`config.mk`:
```
export PLATFORM = sky130hd
export DESIGN_NAME = tfn_root_step
export DESIGN_NICKNAME = d
export VERILOG_FILES = /design/src/design/tfn_pkg.sv /design/src/design/tfn_root_step.sv
export SDC_FILE = /design/constraint.sdc
export NUM_CORES = 1
export LEC_CHECK = 0
export ABC_CLOCK_PERIOD_IN_PS = 17350
export BUFFER_PORTS_ARGS = -buffer_cell sky130_fd_sc_hd__clkbuf_2
export CAP_MARGIN = 20
export CORE_ASPECT_RATIO = 2
export CORE_UTILIZATION = 30
export CTS_BUF_LIST = sky130_fd_sc_hd__clkbuf_8
export DETAILED_ROUTE_END_ITERATION = 16
export GPL_ROUTABILITY_DRIVEN = 1
export PLACE_DENSITY = 0.49
export RECOVER_POWER = 100
export SYNTH_ARGS = -nofsm -noshare
export SYNTH_HDL_FRONTEND = slang
export SYNTH_SLANG_ARGS = --single-unit
export TNS_END_PERCENT = 10
```
`constraint.sdc`:
```
create_clock -name clk -period 17.35 [get_ports clk]
set_input_delay 3.47 -clock clk [delete_from_list [all_inputs] [get_ports clk]]
set_output_delay 3.47 -clock clk [all_outputs]
set_load 0.02 [all_outputs]
```
`src/design/tfn_pkg.sv`:
```
package tfn_pkg;

  localparam int unsigned COORD_W = 16;
  localparam int unsigned EDGE_W  = 17;
  localparam int unsigned PROD_W  = 34;
  localparam int unsigned CROSS_W = 35;
  localparam int unsigned MAG_W   = 34;
  localparam int unsigned SQ_W    = 68;
  localparam int unsigned SUM_W   = 70;
  localparam int unsigned RHS_W   = 98;
  localparam int unsigned ACC_W   = 104;
  localparam int unsigned Q_W     = 15;
  localparam int unsigned LEN_W   = 35;
  localparam int unsigned NUM_STEPS = 15;
  localparam logic [LEN_W-1:0] LEN_RESET = 35'd17;

  typedef logic signed [COORD_W-1:0] coord_t;
  typedef logic signed [EDGE_W-1:0]  edge_t;
  typedef logic signed [PROD_W-1:0]  prod_t;
  typedef logic signed [CROSS_W-1:0] cross_t;
  typedef logic [MAG_W-1:0]          mag_t;
  typedef logic [SQ_W-1:0]           sq_t;
  typedef logic [SUM_W-1:0]          sum_t;
  typedef logic [RHS_W-1:0]          rhs_t;
  typedef logic signed [ACC_W-1:0]   acc_t;
  typedef logic [Q_W-1:0]            quo_t;
  typedef logic [LEN_W-1:0]          len_t;

endpackage

```
`src/design/tfn_root_step.sv`:
```
// One bit of q = max { q : S*(2q-1)^2 <= n^2 * 2^30 }, tracked incrementally
// as t2s = t^2*S and ts = t*S with t = 2q-1.
module tfn_root_step import tfn_pkg::*; #(
  parameter int unsigned BIT = 0
) (
  input  logic clk,
  input  acc_t t2s,
  input  acc_t ts,
  input  quo_t q,
  input  rhs_t rhs,
  input  sum_t s,
  output acc_t t2s_r,
  output acc_t ts_r,
  output quo_t q_r
);

  acc_t s_ext;
  acc_t trial;
  logic take;

  assign s_ext = acc_t'(s);
  assign trial = t2s + (ts <<< (BIT + 2)) + (s_ext <<< (2 * BIT + 2));
  assign take  = (trial <= acc_t'(rhs));

  always_ff @(posedge clk) begin
    t2s_r <= take ? trial : t2s;
    ts_r  <= take ? ts + (s_ext <<< (BIT + 1)) : ts;
    q_r   <= take ? (q | (quo_t'(1) << BIT)) : q;
  end

endmodule

```
# After elaboration in Yosys (flattened, before gate mapping)
# Index checks and enable logic that the tools add are counted.
[op_classes]
addsub = 3
mul = 0
n_div = 0
magnitude_cmp = 1
n_eq_ne = 0
shift = 0
muxes = 2
n_bitwise = 0
reduce_logical = 0
[op_table]
columns = ["cell", "count"]
rows = [
  ["two-way mux 104 bit", 2],
  ["adder 104 bit", 1],
  ["adder 104 x 72 -> 104 bit", 1],
  ["adder 104 x 73 -> 104 bit", 1],
  ["less-or-equal comparator 104 x 99 -> 1 bit", 1],
]
[totals]
reg_bits = 223
latch_bits = 0
ram_bits = 0
mem_bits_ro = 0
inputBits = 392
out_inout_bits = 223
elab_cells = 10
n_memories = 0

# Longest topological paths before layout
[depth]
word_depth = 4
depth_mapped = 33
mapped_depth_nobuf = 28

# Least setup slack after synthesis
# Ideal clock, no wire load.
[synth_timing]
path_type = "input to register"
from = "input t2s[45]"
to = "register t2s_r[101]"
setup_ns = 0.121
arrival_time_ns = 9.410
required_time_ns = 17.229
setup_slack_ns = 7.819
path_stages = 30
n_path_buf = 5
cell_sequence = "fa_1 > ha_1 > buf_4 > a21oi_1 > o21ai_0 > a21oi_1 > a311oi_1 > or4b_1 > or2_2 > and2_1 > nor2_1 > o21bai_1 > xnor2_1 > ha_1 > nand4_1 > or2_2 > or4_1 > nand3b_1 > a21oi_1 > nand2_1 > a21o_1 > a21oi_1 > nor3_1 > and4bb_1 > clkbuf_2 > or2_1 > buf_2 > buf_6 > buf_6 > mux2_4"
[synth_between]
elab_chain_len = 4
[synth_lines]
columns = ["item", "line", "rtl"]
rows = [
  ["from (decl)", "tfn_root_step.sv:7", "input acc_t t2s,"],
  ["adder 104 bit (*)", "tfn_root_step.sv:22", "assign trial = t2s + (ts <<< (BIT + 2)) + (s_ext <<< (2 * BIT + 2));"],
  ["adder 104 x 73 -> 104 bit (*)", "tfn_root_step.sv:22", ""],
  ["less-or-equal comparator 104 x 99 -> 1 bit", "tfn_root_step.sv:23", "assign take = (trial <= acc_t'(rhs));"],
  ["two-way mux 104 bit (*)", "tfn_root_step.sv:26", "t2s_r <= take ? trial : t2s;"],
  ["to (signal assigned)", "tfn_root_step.sv:26", ""],
  ["to (decl)", "tfn_root_step.sv:12", "output acc_t t2s_r,"],
]
# Mark *: on every way between the ends. The rest lies on a longest branch, timed or not.
# A chain may end at the register's enable or synchronous reset.

# Worst setup path after layout
[layout_timing]
from = "input s[1]"
to = "register t2s_r[18]"
[layout_between]
elab_chain_len = 3
[layout_lines]
columns = ["item", "line", "rtl"]
rows = [
  ["from (decl)", "tfn_root_step.sv:11", "input sum_t s,"],
  ["adder 104 x 73 -> 104 bit (*)", "tfn_root_step.sv:22", ""],
  ["less-or-equal comparator 104 x 99 -> 1 bit", "tfn_root_step.sv:23", ""],
  ["two-way mux 104 bit (*)", "tfn_root_step.sv:26", ""],
]
# Marks and branches as above.

==> flow_summary.yaml <==
detailed_routing:
  antenna_left: 0
  via_count: 21800
  drtIter0Drc: 901
  drt_pre_antenna_iters: 5
  route.detailed.drc: 0
  wl_mm: 102
  wire_per_inst_um: 25.0
  via_per_inst: 5.34
worst_hold_path:
  min_path_type: "input pin to flip-flop"
  holdCritStartpoint: "q[12]"
worst_setup_path:
  cp.arrival_ns: 13.74
  crit_top_cell: "a21oi_1"
  critical_path_class: "input pin to flip-flop"
  crit_end: "t2s_r[18]"
  slowest_stage: "clkbuf_1"
  start_kind: "input pin"
  required_ns: 17.85
  max_stage_delay_ns: 2.25
  crit_start: "s[1]"
  critical_path_peak_fanout: 53
  end_kind: "flip-flop"
placement:
  hpwl_mm: 88.4
  place_congestion: 0.977
  io_buffers: 614
power:
  p_int_w: 0.00162
  clockPowerShare_pct: 19.6
  leakagePower_nw: 12.1
  combPwrFrac_pct: 56.6
  ir_drop_mv: 0.0715
  switching_share_pct: 47.5
  power_density_nw_per_um2: 117
  power.share.sequential_pct: 23.8
  p_sw_w: 0.00147
  p_total_w: 0.00309
cells_and_area:
  final_common_cell: "clkbuf_2"
  final_cell_mix: "387 x clkbuf_2, 299 x ha_1, 266 x a21oi_1"
  area_growth_pct: 18.3
  nNetsFinal: 3885
  drive_gt1_share_pct: 17.2
global_routing:
  grt_pass1_wl_mm: 146
  overflow: 0
  track_usage_pct: 26.2
  grt_pass1_vias: 23300
  grt_antenna_before_repair: 15
  grt_max_degree: 79
clock_tree:
  numCtsBuffers: 41
  postCtsSetupBuffers: 0
  cts_hold_repair.buffers: 0
  cts_tree: "built"
  htreeDepth: 2
  cts_resized: 0
  clk_pin_slew_ns: 0.06
  cts_root_buf: "clkbuf_8"
  cts_num_sinks: 223
  clockBufferDepth: 3
synthesis:
  synth_ff_type: "dfxtp_1"
  ys_ff_latch: 223
  ys_seq_area_share_pct: 20.0
  postSynth.asyncResetShare_pct: 0
  syn_nets: 3318
  syn_inst: 2555
  synth_edf_count: 0
  ys.warnings.count: 0
  synthDistinctLibCells: 81
  yosys-top-cells-area: "dfxtp_1 20%, ha_1 17%, mux2_4 6.9%"
  synth_top_area_share_pct: 20.0
  synth_top_area_cell: "dfxtp_1"
  syn_area_per_cell_um2: 8.75
  syn_area_um2: 22300
floorplan:
  die_h_um: 388
  core_um2: 73700
  num_io_pins: 615
  die-area_um2: 75600
  start_util_pct: 30.3
  num_rows: 141
  dieWidth_um: 195
timing:
  setup_tns_ns: 0
  clock.fmax_mhz: 75.5
  rsz0062_at_grt: "false"
  hold_viol_final: 0
  slew_headroom_pct: -125
  min_period_over_period_pct: 76.3
  min_period_ns: 13.24
  setup_viol: 0
  worstMarginPinSlew_ns: 3.38
  slew_viol_final: 105
status:
  status: "finished with violations"
  violations: "max-capacitance violations, max-slew violations"
job:
  max_cap_viol_count: 2
==> cell type report <==
cell class | count | area, µm²
Antenna cell | 4 | 10.0
Clock buffer | 51 | 702
Clock inverter | 18 | 221
Fill cell | 8034 | 47300
Inverter | 160 | 601
Multi-Input combinational cell | 2072 | 16400
Sequential cell | 223 | 4460
Tap cell | 929 | 1160
Timing Repair Buffer | 624 | 2870
==> cell families (layout without fill, tap and decap cells) <==
kind of cell               count (synthesis)  after routing  share of synthesized area (%)
AOI/OAI and AO/OA                        743            743                           21.1
xor gates and xnor gates                 195            195                           7.64
adders and majority gates                371            371                           23.2
buffers and inverters                    260            853                           4.95
DFF                                      223            223                           20.0
muxes                                    156            156                           9.59
other                                      0              4                              0
and+or+nand+nor                          607            607                           13.6
==> worst max-delay path: cells and delay by family <==
kind            cells  cell delay (ns)
compound gates     14             3.69
xor+xnor            1             0.21
fa+ha+maj           4             1.54
buf+inv             3             2.57
mux                 1             0.49
simple gates        7             1.61
==> flip-flops by register name (all words and copies together) (netlist names) <==
name   flops
t2s_r    104
q_r       15
ts_r     104
==> power groups by stage <==
stage,registers (W),clock network [W],logic [W]
2_1_floorplan,0.000933,0,0.00103
3_3_place_gp,0.000753,0,0.00187
3_5_place_dp,0.000746,0,0.00187
4_1_cts,0.000738,0.000629,0.00188
5_1_grt,0.000746,0.000642,0.00189
6_report,0.000735,0.000606,0.00175
==> routing by layer <==
| metal | wire length, µm | GRT usage (%) | share of wire (%) |
|---|---|---|---|
| met4 | 6850 | 15.6 | 6.7 |
| met2 | 54900 | 51.9 | 54 |
| met5 | 129 | 0 | 0.13 |
| met1 | 34900 | 24.6 | 34 |
| met3 | 5170 | 4.35 | 5.1 |
==> metrics by stage <==
step | cell area [µm²] | setup slack, ns | hold WS [ns] | cells | utilization (%)
after global placement | 26200 | 5.17 | 3.57 | 4008 | 35.5
after global routing | 26400 | 3.28 | 2.91 | 4078 | 35.8
after detailed placement | 26200 | 5.09 | 3.57 | 4008 | 35.5
after CTS | 27100 | 5.73 | 2.88 | 4077 | 36.7
final | 26400 | 4.11 | 2.95 | 4081 | 35.9
after floorplan | 22300 | 7.82 | 3.50 | 2555 | -
==> Yosys cell counts (all sizes together) (6+ instances only) <==
cell type	n
a2111oi	7
a211o	6
a211oi	18
a21o	90
a21oi	266
a221oi	7
a31o	7
a31oi	19
a41oi	7
and2	14
and3	41
and4	7
buf	30
clkbuf	70
dfxtp	223
fa	72
ha	299
inv	160
mux2	156
nand2	183
nand2b	16
nand3	38
nand4	78
nor2	123
nor2b	19
nor3	32
nor3b	6
nor4	9
o2111ai	23
o211ai	27
o21a	28
o21ai	141
o21bai	36
o31ai	13
or2	7
or3	14
or4	9
xnor2	132
xor2	63
==> how the worst min path moves through the flow <==
stage | to | cells after the start | slack (ns)
after floorplan | q_r[10] | 0 | 3.50
after global placement | q_r[8] | 1 | 3.57
after detailed placement | q_r[12] | 1 | 3.57
after CTS | q_r[12] | 1 | 2.88
after global routing | q_r[13] | 1 | 2.91
final | q_r[12] | 1 | 2.95
Power figures use the tool's default switching activity.
